**src/rtl/cpf_pkg.sv**
```systemverilog
// ----------------------------------------------------------------------------
// cpf_pkg
// Shared types and constants for the contiguous packet FIFO.
// ----------------------------------------------------------------------------
package cpf_pkg;

  localparam int BUFFER_LIMIT = 512;
  localparam int MAX_PACKET   = 70;
  localparam int STORE_DEPTH  = BUFFER_LIMIT + MAX_PACKET + 1;
  localparam int ADDR_W       = $clog2(STORE_DEPTH);
  localparam int PTR_W        = $clog2(BUFFER_LIMIT);
  localparam int SUM_W        = ADDR_W + 1;
  localparam int LEN_W        = 7;
  localparam int BYTE_W       = 8;
  localparam int DROP_END     = 127;

  typedef enum logic {
    KIND_APPEND = 1'b0,
    KIND_READ   = 1'b1
  } kind_e;

  typedef enum logic [1:0] {
    STAT_STORED  = 2'd0,
    STAT_DROPPED = 2'd1,
    STAT_READ    = 2'd2,
    STAT_EMPTY   = 2'd3
  } status_e;

  typedef enum logic [2:0] {
    ST_IDLE,
    ST_DECIDE,
    ST_WR_DATA,
    ST_RD_LEN,
    ST_RD_DATA
  } state_e;

  typedef struct packed {
    kind_e              kind;
    logic [BYTE_W-1:0]  data_byte;
    logic [LEN_W-1:0]   packet_len;
  } cpf_in_t;

  typedef struct packed {
    status_e            status;
    logic [BYTE_W-1:0]  read_byte;
    logic               last_of_packet;
    logic [LEN_W-1:0]   head_length;
  } cpf_out_t;

  typedef struct packed {
    logic item_load;
    logic len_write;
    logic append_finish;
    logic head_read;
    logic byte_read;
    logic read_finish;
    logic empty_finish;
  } cpf_cmd_t;

  typedef struct packed {
    logic is_read;
    logic first;
    logic admit;
    logic empty;
    logic out_busy;
  } cpf_stat_t;

endpackage

```
**src/rtl/cpf_ctrl.sv**
```systemverilog
// ----------------------------------------------------------------------------
// cpf_ctrl
// Sequencer: accepts one item, steps the datapath through its memory
// accesses and hands the result to the output register.
// ----------------------------------------------------------------------------
module cpf_ctrl (
  input  logic              clk_i,
  input  logic              rst_ni,
  input  logic              in_valid_i,
  output logic              in_stall_o,
  input  cpf_pkg::cpf_stat_t stat_i,
  output cpf_pkg::cpf_cmd_t  cmd_o
);
  import cpf_pkg::*;

  state_e state_q, state_d;
  logic   accept;

  assign in_stall_o = (state_q != ST_IDLE) || stat_i.out_busy;
  assign accept     = in_valid_i && !in_stall_o;

  always_ff @(posedge clk_i or negedge rst_ni) begin
    if (!rst_ni) begin
      state_q <= ST_IDLE;
    end else begin
      state_q <= state_d;
    end
  end

  always_comb begin
    state_d = state_q;
    unique case (state_q)
      ST_IDLE: begin
        if (accept) state_d = ST_DECIDE;
      end
      ST_DECIDE: begin
        if (stat_i.is_read) begin
          state_d = stat_i.empty ? ST_IDLE : ST_RD_LEN;
        end else begin
          state_d = (stat_i.first && stat_i.admit) ? ST_WR_DATA : ST_IDLE;
        end
      end
      ST_WR_DATA: state_d = ST_IDLE;
      ST_RD_LEN:  state_d = ST_RD_DATA;
      ST_RD_DATA: state_d = ST_IDLE;
      default:    state_d = ST_IDLE;
    endcase
  end

  always_comb begin
    cmd_o = '0;
    unique case (state_q)
      ST_IDLE: cmd_o.item_load = accept;
      ST_DECIDE: begin
        if (stat_i.is_read) begin
          if (stat_i.empty) cmd_o.empty_finish = 1'b1;
          else              cmd_o.head_read    = 1'b1;
        end else begin
          if (stat_i.first && stat_i.admit) cmd_o.len_write     = 1'b1;
          else                              cmd_o.append_finish = 1'b1;
        end
      end
      ST_WR_DATA: cmd_o.append_finish = 1'b1;
      ST_RD_LEN:  cmd_o.byte_read     = 1'b1;
      ST_RD_DATA: cmd_o.read_finish   = 1'b1;
      default:    cmd_o = '0;
    endcase
  end

endmodule

```
**config.mk**
```make
export PLATFORM = sky130hd
export DESIGN_NAME = cpf_ctrl
export DESIGN_NICKNAME = d
export VERILOG_FILES = /design/src/rtl/cpf_pkg.sv /design/src/rtl/cpf_ctrl.sv
export SDC_FILE = /design/constraint.sdc
export NUM_CORES = 1
export LEC_CHECK = 0
export BUFFER_PORTS_ARGS = -buffer_cell sky130_fd_sc_hd__buf_4
export CAP_MARGIN = 30
export CORE_AREA = 2 2 39 41
export DETAILED_ROUTE_END_ITERATION = 6
export DIE_AREA = 0 0 41 43
export PLACE_DENSITY_LB_ADDON = 0.3
export SKIP_CTS_REPAIR_TIMING = 1
export SKIP_LAST_GASP = 1
export SLEW_MARGIN = 20
export SYNTH_ARGS = -nofsm -noshare
export SYNTH_HDL_FRONTEND = slang
export SYNTH_SLANG_ARGS = --single-unit
```
**constraint.sdc**
```tcl
create_clock -name clk_i -period 2.13 [get_ports clk_i]
set_input_delay 0.1065 -clock clk_i [delete_from_list [all_inputs] [get_ports clk_i]]
set_output_delay 0.1065 -clock clk_i [all_outputs]
set_load 0.01 [all_outputs]
```
* After elaboration in Yosys (flattened, before gate mapping)
Index checks and enable logic that the tools add are counted.
** Word-level totals
- Memories :: 0
- ROM bits :: 0
- Input port bits :: 8
- Memory bits (writable) :: 0
- Output and inout bits :: 8
- Logic and storage cells :: 31
- Flip-flop bits (word level) :: 3
- Latch bits :: 0
** Cells by class
- Reduce and logical (&&, ||, !) cells :: 6
- Shift operators :: 0
- Multiplexer cells :: 19
- $add $sub $neg :: 0
- Order comparisons :: 0
- Divide/modulo/power cells :: 0
- Bitwise logic cells :: 0
- $mul :: 0
- Eq/ne operators :: 5
** Operators by type and width (number)
- 2-to-1 mux 1 bit :: 12
- case mux 3 bit (3 select lines) :: 1
- 2-to-1 mux 2 bit :: 4
- equality test 3 x 2 -> 1 bit (second input constant) :: 2
- equality test 3 x 1 -> 1 bit (second input constant) :: 1
- equality test 3 bit (second input constant) :: 1
- logical NOT 3 bit :: 1
- 2-to-1 mux 3 bit :: 1
- nonzero test 3 bit :: 1
- logical AND 1 bit :: 2
- != test 2 bit (second input constant) :: 1
- case mux 1 bit (2 select lines) :: 1
- logical NOT 1 bit :: 1
- logical OR 1 bit :: 1

* Logic depth before layout (Yosys ltp)
Gate-level depths: netlist (run 1).
- Depth after elaboration :: 6
- Gate-level depth with buffers :: 2

* Worst setup path before layout (run 1)
OpenSTA, ideal clock, no wires.
- Kind :: register -> output
- Start :: reg state_q[2]
- End :: out cmd_o[0] (netlist bit)
- Arrival time :: 1020 ps
- Setup slack :: 1004 ps
- Cell stages (with the launch flop) :: 3
- Cells stage by stage :: dfrtp_1 or3b_4 nor2_1
** RTL lines
- from (decl) :: RTL line cpf_ctrl.sv:16 : state_e state_q, state_d;
- from (signal assigned) :: RTL line cpf_ctrl.sv:26 : state_q <= state_d;
- to (decl) :: RTL line cpf_ctrl.sv:12 : output cpf_pkg::cpf_cmd_t cmd_o

==> out/results.txt, run 1 <==
The path class of the tightest hold or removal check is in -> reg. The clock arrives with 0.00280 ns of skew. Once placement completed, the tool counted placed cells totaling 57.

Once placement finished, the instance area stood at 344 um^2. The run gives 26 as the number of cells produced by synthesis. In this run the clock root is driven by a sky130_fd_sc_hd__clkbuf_4. At the end of the flow, the number of nets in the layout was 55. The arrival time of the worst setup path is 1.35 ns, and the shortest period the worst path allows is 1.46 ns. Relative to the synthesized area, the layout overhead comes to 79.9%. For this run, design rule violations remaining after detail routing come to 0. The largest registers in the layout are state_q x3.

After synthesis, the mean cell area works out to 8.13 um^2. The DRC violation total after the first TritonRoute iteration is 5. The logs give 0 for the number of hold violations in the final report and 15.3% for the initial core utilization.

TritonCTS built the clock tree. 16 I/O pins were placed. The detail route stage leaves a number of antenna-violating nets equal to 0. The die covers 1760 um^2.

In the global route stage, overall resource usage came out at 7.84%. The first global-routing pass estimated 910 um of wire. Port buffering added 15 buffers. For this design the static power due to leakage is 0.196 nW. After clock tree synthesis, the clock-pin slew on the worst setup and hold paths is 0.03 ns. The clock passes through at most 2 buffers.

For the number of antenna violations at the first check in global routing, the log shows 0. For the worst-skew pair, the clock arrives at the later sink with an insertion delay of 0.23 ns. The register with the most flip-flops was state_q. The die is 41 um wide.

Flip-flop and latch count after synthesis: 3. The tool flagged a number of max-cap violations equal to 0. Overall power consumption after layout is estimated at 213 uW. Switching part of the total power: 24.9%.

Derived from the worst setup path, the maximum achievable clock frequency is 685 MHz. The flow ran to the end, and the final reports show no timing, DRC or antenna violations. The number of flip-flops under the largest register name works out to 3. Data on the critical path is required at its endpoint by 2.02 ns. The run gives 0 ns as the setup total negative slack.

STA classifies the critical path endpoint as an output pin. The tools report the total nets after synthesis as 34. The part of the power in registers was 30.8%; the proportion of layout cells with a drive suffix above 1 was 43.5%.

The core region is 1380 um^2. The number of sinks on the clock net is 3. The via count was 262; the worst path buffer plus inverter count was 1. STA classifies the critical path startpoint as a flip-flop. The floorplan row count came out at 14. The repair_antennas step left the layout with diodes totalling 0. The remaining max-slew budget at the tightest pin was 82.0%. The synthesis warning total is 0.

For the pin with the worst max-slew slack, the measured transition is 0.266 ns. The final critical path takes up 68.6% of the cycle. The power density over cell area was 561 nW/um^2; the stage delay of the slowest cell on the critical path was 0.45 ns. The largest individual stage delay along the critical path comes from the cell sky130_fd_sc_hd__dfrtp_1.

The die is 43 um tall. The number of H-tree branching levels was 1; the number of setup violations in the final report was 0. The detailed-route wire length per cell works out to 9.06 um.

The number of optimization iterations in the first detailed-route pass is 4, and the overall overflow remaining after global route is 0. Via-per-instance ratio: 4.23. Entering global routing, the biggest net connects 9 pins.

Sequential elements use 35.5% of the synthesized area. The run gives 562 um as the routed wire length. Summed over all nets, the half-perimeter wirelength after detailed placement is 449 um. The synthesized area is 211 um^2. The logs give 245 for the number of global-route vias before repair and 45.8% for the clock share of power. Summed over all nets, the switching power comes to 53.1 uW. The maximum vdd drop is 0.000224 V.

The critical path goes through or3b_4 -> nor2_1 -> buf_4. Excluding fillers, the count of instances in the completed layout stands at 62. The final standard cell area without fillers is 380 um^2. The critical path is of the reg -> out type.

The largest fanout on the critical path is 8, and the number of distinct library cells after synthesis is 13. Counting the buffers created by CTS gives 3. Combinational share of power: 23.4%. Setup repair after global routing left no endpoint under its margin. The count of final max-slew check failures is 0, and the cell internal power dissipation is 160 uW. Cell family with the largest share of critical-path delay: simple AND/OR/NAND/NOR gates. Routability-driven placement finished with a final weighted congestion of 0.639.
-- kinds of logic (layout without fill, tap and decap cells) --
group | Yosys count | in the layout | share of synthesized area (%)
compound gates | 3 | 3 | 11.2
buf+inv | 0 | 20 | 0
flops | 3 | 3 | 35.5
simple gates | 20 | 20 | 53.3
-- stage by stage --
| stage | utilization (%) | hold WS (ns) | setup WS, ns |
|---|---|---|---|
| final | 27.5 | 0.161 | 0.669 |
| after global routing | 27.5 | 0.190 | 0.580 |
| after CTS | 26.8 | -0.349 | 0.650 |
| after detailed placement | 24.9 | -0.101 | 0.900 |
| after global placement | 24.9 | -0.102 | 0.888 |
| after floorplan | - | -0.189 | 1.00 |
-- area by class of cell --
type	instances	area (um^2)
clock buffer	4	26.3
fill	174	1000
multi-input combinational	23	136
sequential	3	75.1
tap	16	20.0
timing repair buffer	16	123
-- placed cells by master (no fill, tap or decap), drive strengths merged --
master,count
or3b,2
dlygate4sd3,1
a21boi,1
nand2,4
a21oi,1
nor3b,2
nor4b,1
dfrtp,3
a21o,1
clkbuf,4
nand2b,1
nand3b,2
nor2,7
and3,1
buf,15
-- path summary, 6_finish.rpt --
| kind | startpoint | end | slack (ns) | cells after the start |
|---|---|---|---|---|
| hold reg to reg | state_q[2]$_DFFE_PN0P_ | state_q[2]$_DFFE_PN0P_ | 0.54 | 1 |
| setup / recovery | state_q[0]$_DFFE_PN0P_ | cmd_o[5] | 0.67 | 3 |
| setup reg to reg | state_q[0]$_DFFE_PN0P_ | state_q[0]$_DFFE_PN0P_ | 1.05 | 2 |
| min in group asynchronous | rst_ni | state_q[2]$_DFFE_PN0P_ | 0.20 | 2 |
| hold / removal | stat_i[0] | state_q[0]$_DFFE_PN0P_ | 0.16 | 3 |
| max in group asynchronous | rst_ni | state_q[1]$_DFFE_PN0P_ | 1.83 | 2 |
-- worst register-to-register path, delay by kind of cell (launching register included) --
| kind | cells | cell delay [ns] |
|---|---|---|
| DFF | 1 | 0.44 |
| AOI/OAI and AO/OA | 1 | 0.17 |
| and+or+nand+nor | 1 | 0.39 |
-- cells in the mapped netlist --
cell type | number | area [um^2]
sky130_fd_sc_hd__nor4b_1 | 1 | 8.76
sky130_fd_sc_hd__and3_1 | 1 | 6.26
sky130_fd_sc_hd__nand3b_1 | 2 | 15.0
sky130_fd_sc_hd__nand2_1 | 4 | 15.0
sky130_fd_sc_hd__a21oi_2 | 1 | 8.76
sky130_fd_sc_hd__a21boi_0 | 1 | 7.51
sky130_fd_sc_hd__nor2_1 | 7 | 26.3
sky130_fd_sc_hd__nand2b_1 | 1 | 6.26
sky130_fd_sc_hd__nor3b_1 | 2 | 15.0
sky130_fd_sc_hd__dfrtp_1 | 3 | 75.1
sky130_fd_sc_hd__a21o_1 | 1 | 7.51
sky130_fd_sc_hd__or3b_1 | 1 | 8.76
sky130_fd_sc_hd__or3b_4 | 1 | 11.3
-- metal layers --
metal,vias up,part of all wire (%),track usage [%],wire length (um)
met5,-,0,0,0
met4,0,0,8.00,0
met3,0,7.1,1.57,40
met2,8,53,10.6,299
met1,122,40,9.35,222
li1,132,-,-,-
-- power groups by stage --
stage                     Sequential, mW  Clock, mW  Combinational [mW]
after floorplan                   0.0650          0              0.0231
after global placement            0.0665          0              0.0488
after detailed placement          0.0665          0              0.0493
after CTS                         0.0659      0.103              0.0494
after global routing              0.0666      0.105              0.0553
final                             0.0657     0.0977              0.0499
Note: power is estimated with default switching activity, not from simulation.
==> run 2: changes to the inputs <==
Clock period 2.13 ns to 1.5 ns, I/O delays scaled along.
==> run 2 against run 1 <==
  * Non-clock buffer count stayed put
  * Clock-buffer cell count stayed put
  * Hold slack worse by 0.035 ns
  * Critical endpoint unchanged
  * Critical path type unchanged
==> out/results.txt, run 2 (synthesized netlist as in run 1, its figures left out) <==
The tools report the total number of nets in the final design as 55 (unchanged). The proportion of layout cells with a drive suffix above 1 was 45.7% (+2.2 points). In the final layout, the registers with the most flip-flops are state_q x3. The cell family with the largest share of critical-path delay was simple AND/OR/NAND/NOR gates.

The routed wire length is 562 um (unchanged). Global routing usage on met3: 1.57% (unchanged). Core footprint: 1380 um^2 (unchanged). The commonest non-fill, non-tap cell in the layout is sky130_fd_sc_hd__buf_4. The routability congestion estimate came out at 0.639 (about the same). The detailed-route wire length per cell came out at 9.06 um (unchanged). The remaining antenna violation count after routing is 0 (unchanged).

The first-pass GRT wire length is 910 um (unchanged). The run gives 1.42 ns (-0.60 ns) as the required time at the worst-slack endpoint. For the via count, the log shows 262 (unchanged). The chip height is 43 um (unchanged), and the floorplan row count is 14 (unchanged).

Cell chosen for the clock root: sky130_fd_sc_hd__clkbuf_4. The maximum number of pins on one net before global-route repair is 9 (unchanged), and the total routing resource utilization after global routing is 7.84% (unchanged). The number of antenna violations at the first check in global routing was 0 (unchanged); the worst path buffer plus inverter count was 1 (unchanged). The number of setup violations in the final report was 0 (unchanged). The tools report the remaining max-slew budget at the tightest pin as 82.0% (unchanged). The final cell count without fillers was 62 (unchanged); the power density over cell area was 795 nW/um^2 (+42%). The worst setup path is captured at an output pin. Register with the most flip-flops: state_q.

Via-per-instance ratio: 4.23 (unchanged). The busiest metal layer after global routing was met2. For the maximum clock insertion buffer count, the log shows 2 (unchanged). The initial core utilization came out at 15.3% (unchanged).

Final clock period utilization by the worst path: 94.2%. The number of hold violations in the final report came out at 0 (unchanged). The number of H-tree branching levels is 1 (unchanged).

The logs give 708 MHz for the fmax and 0 (unchanged) for the count of final max-slew check failures. Horizontal extent of the die: 41 um (unchanged). Stage delay of the slowest cell on the critical path: 0.44 ns (about the same).

For the DRC violation total after the first TritonRoute iteration, the log shows 5 (unchanged). Setup repair after global routing left no endpoint under its margin. The run finished with clean final reports.

The HPWL reported at the end of detailed placement was 449 um (unchanged); the antenna cell count was 0 (unchanged). The number of flip-flops under the largest register name is 3 (unchanged), and the source-to-sink clock delay at the later pin of the worst-skew pair is 0.23 ns (about the same). The area growth from synthesis to layout is 80.5%. The slew of the pin with the lowest slew margin works out to 0.266 ns (unchanged). Startpoint type of the worst setup path: a flip-flop. The DRC violation count after routing was 0 (unchanged).

The fraction of met1 tracks used by global routing came out at 9.35% (unchanged). The count of buffers from port buffering came out at 15 (unchanged). Walking the worst path, the cells encountered are or3b_4 -> nor2_1 -> buf_4.

The logs give 10.6% (unchanged) for the met2 layer usage reported by global route and 0 (unchanged) for the overall overflow remaining after global route. Number of sinks on the clock net: 3 (unchanged). Kind of critical path: reg -> out. The run gives 4 (unchanged) as the number of optimization iterations in the first detailed-route pass. Die footprint: 1760 um^2 (unchanged).

The run gives 0.00280 ns (+0.00000326 ns) as the largest clock skew in the final design. TritonCTS built the clock tree. The clock buffer count from CTS came out at 3 (unchanged). The largest fanout on the critical path was 7 (-1). Shortest period the worst path allows: 1.41 ns. Type of the most critical hold path: in -> reg. The maximum vdd drop is 0.000303 V (+35%).

The clock edge transition at the registers on the reported setup and hold paths works out to 0.04 ns (about the same). The reported leakage power is 0.195 nW (-0.70%), and the number of global-route vias before repair is 245 (unchanged). The arrival time of the worst setup path was 1.34 ns (about the same). In the layout the commonest cells are 15 x sky130_fd_sc_hd__buf_4, 7 x sky130_fd_sc_hd__nor2_1, 4 x sky130_fd_sc_hd__nand2_1.

For the cell total after placement, the log shows 57 (unchanged). For the setup total negative slack, the log shows 0 ns (unchanged). Slowest stage cell on the critical path: sky130_fd_sc_hd__or3b_4.

The logs give 0 (unchanged) for the number of max-cap violations and 16 (unchanged) for the number of top-level pins.
## run 2: final cells by class
type	instances	area, um^2
Tap cell	16	20.0
Multi-Input combinational cell	23	136
Sequential cell	3	76.3
Clock buffer	4	26.3
Fill cell	173	1000
Timing Repair Buffer	16	123
## run 2: through the flow
stage | power (mW) | utilization [%] | cell area [um^2] | hold WS (ns) | setup WS (ns)
after floorplan | 0.125 | - | 211 | -0.221 | 0.405
after global placement | 0.164 | 24.9 | 344 | -0.134 | 0.289
after detailed placement | 0.164 | 24.9 | 344 | -0.133 | 0.301
after CTS | 0.309 | 26.8 | 370 | -0.380 | 0.0517
after global routing | 0.323 | 27.6 | 382 | 0.155 | 0.00908
final | 0.303 | 27.6 | 382 | 0.126 | 0.0871
## run 2: where the power goes
| part | internal, mW | switching [mW] |
|---|---|---|
| sequential | 0.0863 | 0.00756 |
| clock | 0.0995 | 0.0392 |
| combinational | 0.0421 | 0.0287 |
## run 2: metal layers
layer	part of all wire (%)	up-vias
met5	0	-
li1	-	132
met1	40	122
met4	0	0
met3	7.1	0
met2	53	8
## run 2: worst reg2reg max path: stages, from the launching register on
cell and delay, ns:
sky130_fd_sc_hd__dfrtp_2 0.44, sky130_fd_sc_hd__or3b_1 0.37, sky130_fd_sc_hd__a21boi_0 0.17
## run 2: worst paths after layout
kind / cells past startpoint / start / end / slack, ns
worst max-delay path: 3 / state_q[2]$_DFFE_PN0P_ / cmd_o[5] / 0.09
worst min-delay path: 3 / stat_i[0] / state_q[0]$_DFFE_PN0P_ / 0.13
worst max register to register: 2 / state_q[0]$_DFFE_PN0P_ / state_q[0]$_DFFE_PN0P_ / 0.43
worst min register to register: 1 / state_q[2]$_DFFE_PN0P_ / state_q[2]$_DFFE_PN0P_ / 0.54
max in group asynchronous: 2 / rst_ni / state_q[0]$_DFFE_PN0P_ / 1.22
min in group asynchronous: 2 / rst_ni / state_q[2]$_DFFE_PN0P_ / 0.17
